## src/sv/battery_charger_poll_scheduler_assert.svh

```systemverilog
// Assertion macros used by the scheduler RTL.
`ifndef BATTERY_CHARGER_POLL_SCHEDULER_ASSERT_SVH
`define BATTERY_CHARGER_POLL_SCHEDULER_ASSERT_SVH

`ifndef ASSERT_OFF
// Property must hold at every clock edge outside reset.
`define ASSERT_ALWAYS(label, clk, rst, prop) \
  label: assert property (@(posedge clk) disable iff (rst) (prop)) \
    else $error("assertion failed");
// Consequent must hold in the cycle after the antecedent.
`define ASSERT_NEXT(label, clk, rst, ante, cons) \
  label: assert property (@(posedge clk) disable iff (rst) (ante) |=> (cons)) \
    else $error("assertion failed");
`else
`define ASSERT_ALWAYS(label, clk, rst, prop)
`define ASSERT_NEXT(label, clk, rst, ante, cons)
`endif

`endif

```

## src/sv/bcps_pkg.sv

```systemverilog
`default_nettype none
package bcps_pkg;

  localparam int TimeW = 32;
  localparam int VoltW = 16;
  localparam int CodeW = 8;
  localparam int PctW  = 7;
  localparam int CntW  = 5;
  localparam int StepW = 3;
  localparam int NumW  = VoltW + PctW;

  localparam logic [CodeW-1:0] FaultMask = 8'hF0;
  localparam logic [CodeW-1:0] LowMask   = 8'h0F;
  localparam logic [PctW-1:0]  FullPct   = 7'd100;

  localparam logic [TimeW-1:0] IntervalReset = 32'd1000;
  localparam logic [CodeW-1:0] ChargingReset = 8'd1;
  localparam logic [CodeW-1:0] ConnectReset  = 8'd2;

  typedef struct packed {
    logic [TimeW-1:0] time_now;
    logic [VoltW-1:0] battery_sample;
    logic [CodeW-1:0] charger_code;
    logic             docking;
    logic             clear_fault;
  } in_t;

  typedef struct packed {
    logic             battery_polled;
    logic [PctW-1:0]  battery_percent;
    logic [VoltW-1:0] peak_voltage;
    logic             charger_polled;
    logic [CodeW-1:0] charger_status;
    logic             fault_flag;
    logic             go_charging;
    logic             watchdog_kick;
  } out_t;

  typedef enum logic [1:0] {
    ST_IDLE,
    ST_SCAN,
    ST_CALC,
    ST_DIV_DONE
  } state_t;

  typedef enum logic [2:0] {
    REG_BAT_EN   = 3'd0,
    REG_BAT_INTV = 3'd1,
    REG_CHG_EN   = 3'd2,
    REG_CHG_INTV = 3'd3,
    REG_WD_INTV  = 3'd4,
    REG_EMPTY    = 3'd5,
    REG_CODE_CHG = 3'd6,
    REG_CODE_CON = 3'd7
  } reg_t;

  typedef struct packed {
    logic            start;
    logic [NumW-1:0] dividend;
    logic [VoltW-1:0] divisor;
  } div_req_t;

  typedef struct packed {
    logic            done;
    logic [PctW-1:0] quotient;
  } div_rsp_t;

endpackage
`default_nettype wire

```

## src/sv/bcps_div.sv

```systemverilog
`default_nettype none
module bcps_div (
  input  wire logic                clk,
  input  wire logic                rst,
  input  wire bcps_pkg::div_req_t  req,
  output bcps_pkg::div_rsp_t       rsp
);

  logic [bcps_pkg::NumW-1:0]  rem;
  logic [bcps_pkg::NumW-1:0]  dsr;
  logic [bcps_pkg::PctW-1:0]  quo;
  logic [bcps_pkg::StepW-1:0] step;
  logic                       busy;
  logic                       done;
  logic [bcps_pkg::NumW:0]    diff;

  // restoring step: one quotient bit per cycle, MSB first
  assign diff = {1'b0, rem} - {1'b0, dsr};

  always_ff @(posedge clk) begin
    if (rst) begin
      busy <= 1'b0;
      done <= 1'b0;
      step <= '0;
    end else begin
      done <= 1'b0;
      if (req.start) begin
        busy <= 1'b1;
        step <= bcps_pkg::StepW'(bcps_pkg::PctW - 1);
      end else if (busy) begin
        if (step == '0) begin
          busy <= 1'b0;
          done <= 1'b1;
        end
        step <= step - 1'b1;
      end
    end
  end

  always_ff @(posedge clk) begin
    if (req.start) begin
      rem <= req.dividend;
      dsr <= bcps_pkg::NumW'({req.divisor, {(bcps_pkg::PctW - 1){1'b0}}});
      quo <= '0;
    end else if (busy) begin
      if (!diff[bcps_pkg::NumW]) begin
        rem <= diff[bcps_pkg::NumW-1:0];
      end
      quo <= {quo[bcps_pkg::PctW-2:0], ~diff[bcps_pkg::NumW]};
      dsr <= dsr >> 1;
    end
  end

  assign rsp.done     = done;
  assign rsp.quotient = quo;

endmodule
`default_nettype wire

```

## src/sv/battery_charger_poll_scheduler.sv

```systemverilog
// A request passes the bit-serial scan, ST_CALC and ST_DIV_DONE; a battery poll
// that needs the percentage division (7 quotient bits, one per cycle) also waits
// there for the divider. Timer compares and next-deadline sums run bit-serially.
// A new request is accepted only after the previous result is registered.
// Reset (rst, synchronous, active high): registers to documented defaults,
// timers, peak, status and fault cleared, no result pending.
`default_nettype none
`include "battery_charger_poll_scheduler_assert.svh"
module battery_charger_poll_scheduler (
  input  wire logic               clk,
  input  wire logic               rst,
  input  wire logic               in_valid,
  output logic                    in_ready,
  input  wire bcps_pkg::in_t      in_data,
  output logic                    out_valid,
  input  wire logic               out_ready,
  output bcps_pkg::out_t          out_data,
  input  wire logic               psel,
  input  wire logic               penable,
  input  wire logic               pwrite,
  input  wire logic [4:0]         paddr,
  input  wire logic [31:0]        pwdata,
  output logic [31:0]             prdata,
  output logic                    pready
);

  localparam int TimeW = bcps_pkg::TimeW;
  localparam int VoltW = bcps_pkg::VoltW;
  localparam int CodeW = bcps_pkg::CodeW;
  localparam int PctW  = bcps_pkg::PctW;
  localparam int NumW  = bcps_pkg::NumW;

  // configuration
  logic             bat_en;
  logic [TimeW-1:0] bat_intv;
  logic             chg_en;
  logic [TimeW-1:0] chg_intv;
  logic [TimeW-1:0] wd_intv;
  logic [VoltW-1:0] empty_v;
  logic [CodeW-1:0] code_chg;
  logic [CodeW-1:0] code_con;

  // architectural state
  logic [TimeW-1:0] bat_dl;
  logic [TimeW-1:0] chg_dl;
  logic [TimeW-1:0] wd_dl;
  logic [VoltW-1:0] max_v;
  logic [PctW-1:0]  last_pct;
  logic [CodeW-1:0] last_stat;
  logic             sticky;

  // per-request work registers
  bcps_pkg::state_t      state;
  bcps_pkg::state_t      state_next;
  logic [bcps_pkg::CntW-1:0] cnt;
  bcps_pkg::in_t         item;
  logic [TimeW-1:0]      now_sh;
  logic [TimeW-1:0]      bat_sum;
  logic [TimeW-1:0]      chg_sum;
  logic [TimeW-1:0]      wd_sum;
  logic                  bat_c, chg_c, wd_c;
  logic                  bat_le, chg_le, wd_le;
  logic                  gt, lt, bm;
  logic [VoltW-1:0]      num_sh;
  logic [VoltW-1:0]      spm_sh;
  logic [PctW-1:0]       pct_new;

  bcps_pkg::div_req_t    div_req;
  bcps_pkg::div_rsp_t    div_rsp;

  logic                  cfg_wr;
  logic                  accept;
  logic                  commit;
  logic                  pct_new_ok;
  logic                  div_wait;

  // serial bit slices
  logic n_b, s_b, m_b, e_b;
  logic bd_b, cd_b, wdd_b, bi_b, ci_b, wi_b;

  logic             bat_fire, chg_fire, wd_fire;
  logic [VoltW-1:0] new_max;
  logic [VoltW-1:0] span;
  logic [CodeW-1:0] code_m;
  logic             is_fault;
  logic             fault_base;
  logic             go;
  bcps_pkg::out_t   res;

  assign pready = 1'b1;
  assign cfg_wr = psel & penable & pwrite;
  assign in_ready = (state == bcps_pkg::ST_IDLE);
  assign accept = in_valid & in_ready;

  always_ff @(posedge clk) begin
    if (rst) begin
      bat_en   <= 1'b0;
      bat_intv <= bcps_pkg::IntervalReset;
      chg_en   <= 1'b0;
      chg_intv <= bcps_pkg::IntervalReset;
      wd_intv  <= bcps_pkg::IntervalReset;
      empty_v  <= '0;
      code_chg <= bcps_pkg::ChargingReset;
      code_con <= bcps_pkg::ConnectReset;
    end else if (cfg_wr) begin
      unique case (bcps_pkg::reg_t'(paddr[4:2]))
        bcps_pkg::REG_BAT_EN:   bat_en   <= pwdata[0];
        bcps_pkg::REG_BAT_INTV: bat_intv <= pwdata;
        bcps_pkg::REG_CHG_EN:   chg_en   <= pwdata[0];
        bcps_pkg::REG_CHG_INTV: chg_intv <= pwdata;
        bcps_pkg::REG_WD_INTV:  wd_intv  <= pwdata;
        bcps_pkg::REG_EMPTY:    empty_v  <= pwdata[VoltW-1:0];
        bcps_pkg::REG_CODE_CHG: code_chg <= pwdata[CodeW-1:0];
        bcps_pkg::REG_CODE_CON: code_con <= pwdata[CodeW-1:0];
        default: ;
      endcase
    end
  end

  always_comb begin
    unique case (bcps_pkg::reg_t'(paddr[4:2]))
      bcps_pkg::REG_BAT_EN:   prdata = {31'b0, bat_en};
      bcps_pkg::REG_BAT_INTV: prdata = bat_intv;
      bcps_pkg::REG_CHG_EN:   prdata = {31'b0, chg_en};
      bcps_pkg::REG_CHG_INTV: prdata = chg_intv;
      bcps_pkg::REG_WD_INTV:  prdata = wd_intv;
      bcps_pkg::REG_EMPTY:    prdata = 32'(empty_v);
      bcps_pkg::REG_CODE_CHG: prdata = 32'(code_chg);
      bcps_pkg::REG_CODE_CON: prdata = 32'(code_con);
      default:                prdata = '0;
    endcase
  end

  assign n_b   = now_sh[0];
  assign bd_b  = bat_dl[cnt];
  assign cd_b  = chg_dl[cnt];
  assign wdd_b = wd_dl[cnt];
  assign bi_b  = bat_intv[cnt];
  assign ci_b  = chg_intv[cnt];
  assign wi_b  = wd_intv[cnt];
  assign s_b   = item.battery_sample[cnt[3:0]];
  assign m_b   = max_v[cnt[3:0]];
  assign e_b   = empty_v[cnt[3:0]];

  assign bat_fire = bat_en & bat_le;
  assign chg_fire = chg_en & chg_le;
  assign wd_fire  = chg_en & wd_le;
  assign new_max  = gt ? item.battery_sample : max_v;
  // lt doubles as the borrow of sample - empty
  assign span     = gt ? num_sh : spm_sh;

  assign code_m     = ((item.charger_code & bcps_pkg::FaultMask) == bcps_pkg::FaultMask) ?
                      (item.charger_code & bcps_pkg::LowMask) : item.charger_code;
  assign is_fault   = ((item.charger_code & bcps_pkg::FaultMask) == bcps_pkg::FaultMask);
  assign fault_base = item.clear_fault ? 1'b0 : sticky;
  assign go         = chg_fire & ((code_m == code_chg) | (code_m == code_con)) & ~item.docking;

  always_comb begin
    res.battery_polled  = bat_fire;
    res.battery_percent = bat_fire ? pct_new : last_pct;
    res.peak_voltage    = bat_fire ? new_max : max_v;
    res.charger_polled  = chg_fire;
    res.charger_status  = chg_fire ? code_m : last_stat;
    res.fault_flag      = fault_base | (chg_fire & is_fault);
    res.go_charging     = go;
    res.watchdog_kick   = wd_fire;
  end

  assign commit = (state == bcps_pkg::ST_DIV_DONE) && (pct_new_ok) && (!out_valid || out_ready);

  // pct_new_ok: division finished or not needed
  assign pct_new_ok = ~div_wait;

  always_comb begin
    state_next = state;
    div_req.start    = 1'b0;
    div_req.dividend = NumW'(num_sh) * NumW'(bcps_pkg::FullPct);
    div_req.divisor  = span;
    unique case (state)
      bcps_pkg::ST_IDLE: begin
        if (accept) state_next = bcps_pkg::ST_SCAN;
      end
      bcps_pkg::ST_SCAN: begin
        if (cnt == '1) state_next = bcps_pkg::ST_CALC;
      end
      bcps_pkg::ST_CALC: begin
        div_req.start = bat_fire & ~lt & (span != '0);
        state_next = bcps_pkg::ST_DIV_DONE;
      end
      bcps_pkg::ST_DIV_DONE: begin
        if (commit) state_next = bcps_pkg::ST_IDLE;
      end
      default: state_next = bcps_pkg::ST_IDLE;
    endcase
  end

  always_ff @(posedge clk) begin
    if (rst) begin
      state    <= bcps_pkg::ST_IDLE;
      div_wait <= 1'b0;
    end else begin
      state <= state_next;
      if (div_req.start) begin
        div_wait <= 1'b1;
      end else if (div_rsp.done) begin
        div_wait <= 1'b0;
      end
    end
  end

  // serial scan: LSB first, one bit per compare and sum per cycle (voltage: 16 bits)
  always_ff @(posedge clk) begin
    if (accept) begin
      item   <= in_data;
      now_sh <= in_data.time_now;
      cnt    <= '0;
      bat_le <= 1'b1;
      chg_le <= 1'b1;
      wd_le  <= 1'b1;
      bat_c  <= 1'b0;
      chg_c  <= 1'b0;
      wd_c   <= 1'b0;
      gt     <= 1'b0;
      lt     <= 1'b0;
      bm     <= 1'b0;
    end else if (state == bcps_pkg::ST_SCAN) begin
      cnt    <= cnt + 1'b1;
      now_sh <= now_sh >> 1;
      bat_le <= (~bd_b & n_b) | (~(bd_b ^ n_b) & bat_le);
      chg_le <= (~cd_b & n_b) | (~(cd_b ^ n_b) & chg_le);
      wd_le  <= (~wdd_b & n_b) | (~(wdd_b ^ n_b) & wd_le);
      bat_sum <= {n_b ^ bi_b ^ bat_c, bat_sum[TimeW-1:1]};
      chg_sum <= {n_b ^ ci_b ^ chg_c, chg_sum[TimeW-1:1]};
      wd_sum  <= {n_b ^ wi_b ^ wd_c, wd_sum[TimeW-1:1]};
      bat_c  <= (n_b & bi_b) | (n_b & bat_c) | (bi_b & bat_c);
      chg_c  <= (n_b & ci_b) | (n_b & chg_c) | (ci_b & chg_c);
      wd_c   <= (n_b & wi_b) | (n_b & wd_c) | (wi_b & wd_c);
      if (!cnt[4]) begin
        gt     <= (s_b & ~m_b) | (~(s_b ^ m_b) & gt);
        lt     <= (~s_b & e_b) | (~(s_b ^ e_b) & lt);
        bm     <= (~m_b & e_b) | (~(m_b ^ e_b) & bm);
        num_sh <= {s_b ^ e_b ^ lt, num_sh[VoltW-1:1]};
        spm_sh <= {m_b ^ e_b ^ bm, spm_sh[VoltW-1:1]};
      end
    end
  end

  always_ff @(posedge clk) begin
    if (state == bcps_pkg::ST_CALC) begin
      if (lt) begin
        pct_new <= '0;
      end else begin
        pct_new <= bcps_pkg::FullPct;
      end
    end else if (div_rsp.done) begin
      pct_new <= div_rsp.quotient;
    end
  end

  bcps_div u_div (
    .clk (clk),
    .rst (rst),
    .req (div_req),
    .rsp (div_rsp)
  );

  always_ff @(posedge clk) begin
    if (rst) begin
      bat_dl    <= '0;
      chg_dl    <= '0;
      wd_dl     <= '0;
      max_v     <= '0;
      last_pct  <= '0;
      last_stat <= '0;
      sticky    <= 1'b0;
    end else if (commit) begin
      if (bat_fire) begin
        bat_dl   <= bat_sum;
        max_v    <= new_max;
        last_pct <= pct_new;
      end
      if (chg_fire) begin
        chg_dl    <= chg_sum;
        last_stat <= code_m;
      end
      if (wd_fire) begin
        wd_dl <= wd_sum;
      end
      sticky <= res.fault_flag;
    end
  end

  // output register parts the result from the next request
  always_ff @(posedge clk) begin
    if (rst) begin
      out_valid <= 1'b0;
    end else if (commit) begin
      out_valid <= 1'b1;
    end else if (out_ready) begin
      out_valid <= 1'b0;
    end
  end

  always_ff @(posedge clk) begin
    if (commit) begin
      out_data <= res;
    end
  end

  `ASSERT_NEXT(a_accept_starts_scan, clk, rst, accept,
               state == bcps_pkg::ST_SCAN && cnt == '0)
  `ASSERT_ALWAYS(a_div_done_while_waiting, clk, rst,
                 !div_rsp.done || (div_wait && state == bcps_pkg::ST_DIV_DONE))
  `ASSERT_ALWAYS(a_pct_range, clk, rst,
                 !out_valid || out_data.battery_percent <= bcps_pkg::FullPct)
  `ASSERT_ALWAYS(a_go_needs_poll, clk, rst,
                 !out_valid || !out_data.go_charging || out_data.charger_polled)

endmodule
`default_nettype wire

```

## config.mk

```make
export PLATFORM = sky130hd
export DESIGN_NAME = battery_charger_poll_scheduler
export DESIGN_NICKNAME = d
export VERILOG_FILES = /design/src/sv/bcps_pkg.sv /design/src/sv/bcps_div.sv /design/src/sv/battery_charger_poll_scheduler.sv
export VERILOG_INCLUDE_DIRS = /design/src /design/src/sv
export SDC_FILE = /design/constraint.sdc
export NUM_CORES = 1
export LEC_CHECK = 0
export ABC_AREA = 1
export BUFFER_PORTS_ARGS = -buffer_cell sky130_fd_sc_hd__buf_2
export CORE_MARGIN = 3
export CORE_UTILIZATION = 35
export CTS_CLUSTER_SIZE = 16
export DETAILED_ROUTE_END_ITERATION = 8
export GPL_TIMING_DRIVEN = 0
export SYNTH_ARGS = -nofsm -noshare
export SYNTH_HDL_FRONTEND = slang
export SYNTH_SLANG_ARGS = --single-unit
```

## constraint.sdc

```tcl
create_clock -name clk -period 12.65 [get_ports clk]
set_input_delay 2.53 -clock clk [delete_from_list [all_inputs] [get_ports clk]]
set_output_delay 2.53 -clock clk [all_outputs]
set_load 0.1 [all_outputs]
```

==> flow_summary_export.csv <==
group,metric,value,unit
yosys,synth_area,26500,µm²
timing,relSlewSlack,0.198,
power,p_leak,12.4,nW
timing,drv_slew,0,
worst_hold_path,hold_path.class,"reg2reg",
yosys,synth_edf_count,266,
clock_tree,insertion_delay,670,ps
cells_and_area,final_common_cell,"nand2_1",
global_route,grtUsageTotal,0.222,
cells_and_area,final_cell_mix,"nand2_1 (651), o21ai_0 (357), inv_1 (352)",
routing,post_drt_wl_per_cell,20.4,µm
placed_design,portBuffers,167,
yosys,yosys_register_bits,562,
critical_path,endpoint_kind,"output port",
yosys,yosysWarningCount,0,
clock_tree,htree_levels,2,
cells_and_area,layout-drive-gt1-share,0.0885,
yosys,syn_inst,3155,
global_route,grt_pass1_vias,21573,
yosys,synthXorXnorAreaFrac,0.0112,
routing,drt_iter0_drc,2700,
placed_design,dp_hpwl,64600,µm
yosys,yosys.area_share.adder,0.0539,
floorplanning,start_util,0.355,
critical_path,cp.arrival,4790,ps
timing,finalCritPeriodShare,0.579,
run,maxCapViolations,0,
timing,fin_hold_ws,417,ps
floorplanning,die_x,281,µm
global_route,grt_first_pass_wirelength,133000,µm
timing,worstMarginPinSlew,1200,ps
clock_tree,cts_tree,"built",
yosys,syn_area_per_cell,8.41,µm²
clock_tree,clockRootBuffer,"clkbuf_16",
yosys,synth-compound-area-share,0.158,
clock_tree,cts_hold_buf,0,
critical_path,crit_type,"in2out",
critical_path,cp.required,10120,ps
power,ir_drop,0.000134,V
timing,max_freq,137,MHz
global_route,grt_max_degree,64,
cells_and_area,fillers,7615,
routing,wl,89900,µm
routing,drt_first_pass_iters,6,
clock_tree,cts_buffers,60,
timing,min_period,7320,ps
yosys,ys.flop_type,"dfxtp_1",
cells_and_area,area_growth,15.4,%
routing,drc,0,
clock_tree,cts.clk_slew.worst_paths,70,ps
yosys,muxShareOfSynthArea,0,
yosys,synth_cell_types,43,
critical_path,crit_fanout,10,
yosys,ys_seq_area_frac,0.524,
critical_path,cp-start-kind,"input pin",
global_route,overflow,0,
timing,finalSetupViolations,0,
floorplanning,dieHeight,281,µm
floorplanning,design.core.area,74800,µm²
clock_tree,cts_sinks,562,
yosys,synth_top_family_by_area,"simple AND/OR/NAND/NOR gates",
timing,setup_tns,0,ps
timing,finClkSkew,55.8,ps
cells_and_area,final_nets,3593,
routing,vias,23298,
global_route,antenna_found_initial,3,
critical_path,r2r_slack,8940,ps
clock_tree,cts_setup_buffers,0,
clock_tree,cts-resized-gates,0,
floorplanning,dieArea,79100,µm²
power,power_density,206,nW/µm²
routing,drt-vias-per-instance,5.29,
status,outcome,"finished clean",
floorplanning,rows,100,
timing,hold_viol_final,0,
routing,ant_nets,0,
yosys,synth_nets,3361,
placed_design,gp_congestion,0.973,
yosys,synth_async_sr_flop_share,0,
clock_tree,clk_path_buf_depth,3,
floorplanning,ios,173,
yosys,yosys.area_share.simple,0.175,
timing,rsz0062_at_grt,"no",
[layout make-up]
class / instances / area, µm² / share of cell area
Timing Repair Buffer: 170 / 903 / 0.0295
Clock inverter: 10 / 111 / 0.00364
Multi-Input combinational cell: 2064 / 10600 / 0.346
Sequential cell: 562 / 13900 / 0.454
Antenna cell: 1 / 2.50 / 0.0000817
Inverter: 360 / 1350 / 0.0441
Buffer: 169 / 699 / 0.0228
Tap cell: 969 / 1210 / 0.0396
Clock buffer: 101 / 1840 / 0.0601
[path summary, 6_finish.rpt]
path	from	cells past startpoint	to
setup / recovery	paddr[4]	6	prdata[1]
hold / removal	chg_sum[29]	0	chg_sum[28]
setup reg to reg	cnt[0]	10	num_sh[15]
hold reg to reg	chg_sum[29]	0	chg_sum[28]
[power breakdown]
part,switching (mW),leakage (nW),total [mW],internal [mW]
logic,1.49,6.60,2.07,0.585
clock network,0.765,0.951,1.77,1.01
registers,0.163,4.85,2.46,2.30
total,2.42,12.4,6.31,3.89
[critical path: stages]
cell	delay, ps
buf_2	160
nor3_4	500
inv_2	240
clkbuf_1	420
o211ai_1	420
buf_2	500
[state kept, by name, indices dropped and copies added (netlist names), 16 cells and up]
name / flops
bat_dl: 32
bat_intv: 32
bat_sum: 32
chg_dl: 32
chg_intv: 32
chg_sum: 32
empty_v: 16
item: 26
max_v: 16
now_sh: 32
num_sh: 16
out_data: 36
spm_sh: 16
u_div.dsr: 22
u_div.rem: 23
wd_dl: 32
wd_intv: 32
wd_sum: 32
[layer usage]
layer | vias to the layer above | routed length, µm | global-route usage
li1 | 11032 | - | -
met1 | 10843 | 39500 | 0.318
met2 | 1216 | 38000 | 0.333
met3 | 205 | 9130 | 0.0449
met4 | 2 | 3250 | 0.0770
met5 | - | 13 | 0
[through the flow]
stage          power [mW]  area, µm²  worst slack [ps]   util  std cells
4_1_cts              6.28      30600              5460  0.409       4405
3_5_place_dp         4.52      28700              5470  0.383       4294
2_1_floorplan        3.81      26500              5270      -       3155
6_report             6.31      30600              5330  0.409       4406
5_1_grt              6.62      30600              5360  0.409       4405
3_3_place_gp         4.50      28600              5390  0.382       4291
[logic make-up after synthesis]
group	after synthesis
buffers and inverters	529
AND/OR/NAND/NOR	1147
XOR/XNOR	34
other	1
adder cells (fa/ha/maj)	104
AO/OA/AOI/OAI	778
flip-flops	562
[synth_stat cells, drive strengths merged (3+ instances only)]
| cell type | number | area [µm²] |
|---|---|---|
| a211oi | 9 | 67.6 |
| a21oi | 286 | 1430 |
| a22oi | 17 | 128 |
| a31oi | 10 | 62.6 |
| buf | 35 | 194 |
| clkbuf | 134 | 503 |
| clkinv | 4 | 15.0 |
| dfxtp | 296 | 5930 |
| edfxtp | 266 | 7990 |
| fa | 17 | 340 |
| ha | 87 | 1090 |
| inv | 356 | 1340 |
| nand2 | 652 | 2450 |
| nand3 | 179 | 896 |
| nand3b | 4 | 30.0 |
| nand4 | 12 | 75.1 |
| nor2 | 281 | 1080 |
| nor3 | 13 | 81.3 |
| o211ai | 34 | 255 |
| o21a | 3 | 22.5 |
| o21ai | 368 | 1850 |
| o21bai | 3 | 22.5 |
| o221ai | 19 | 166 |
| o22ai | 25 | 156 |
| or2 | 3 | 18.8 |
| xnor2 | 19 | 166 |
| xor2 | 15 | 131 |
Power figures use the tool's default switching activity.
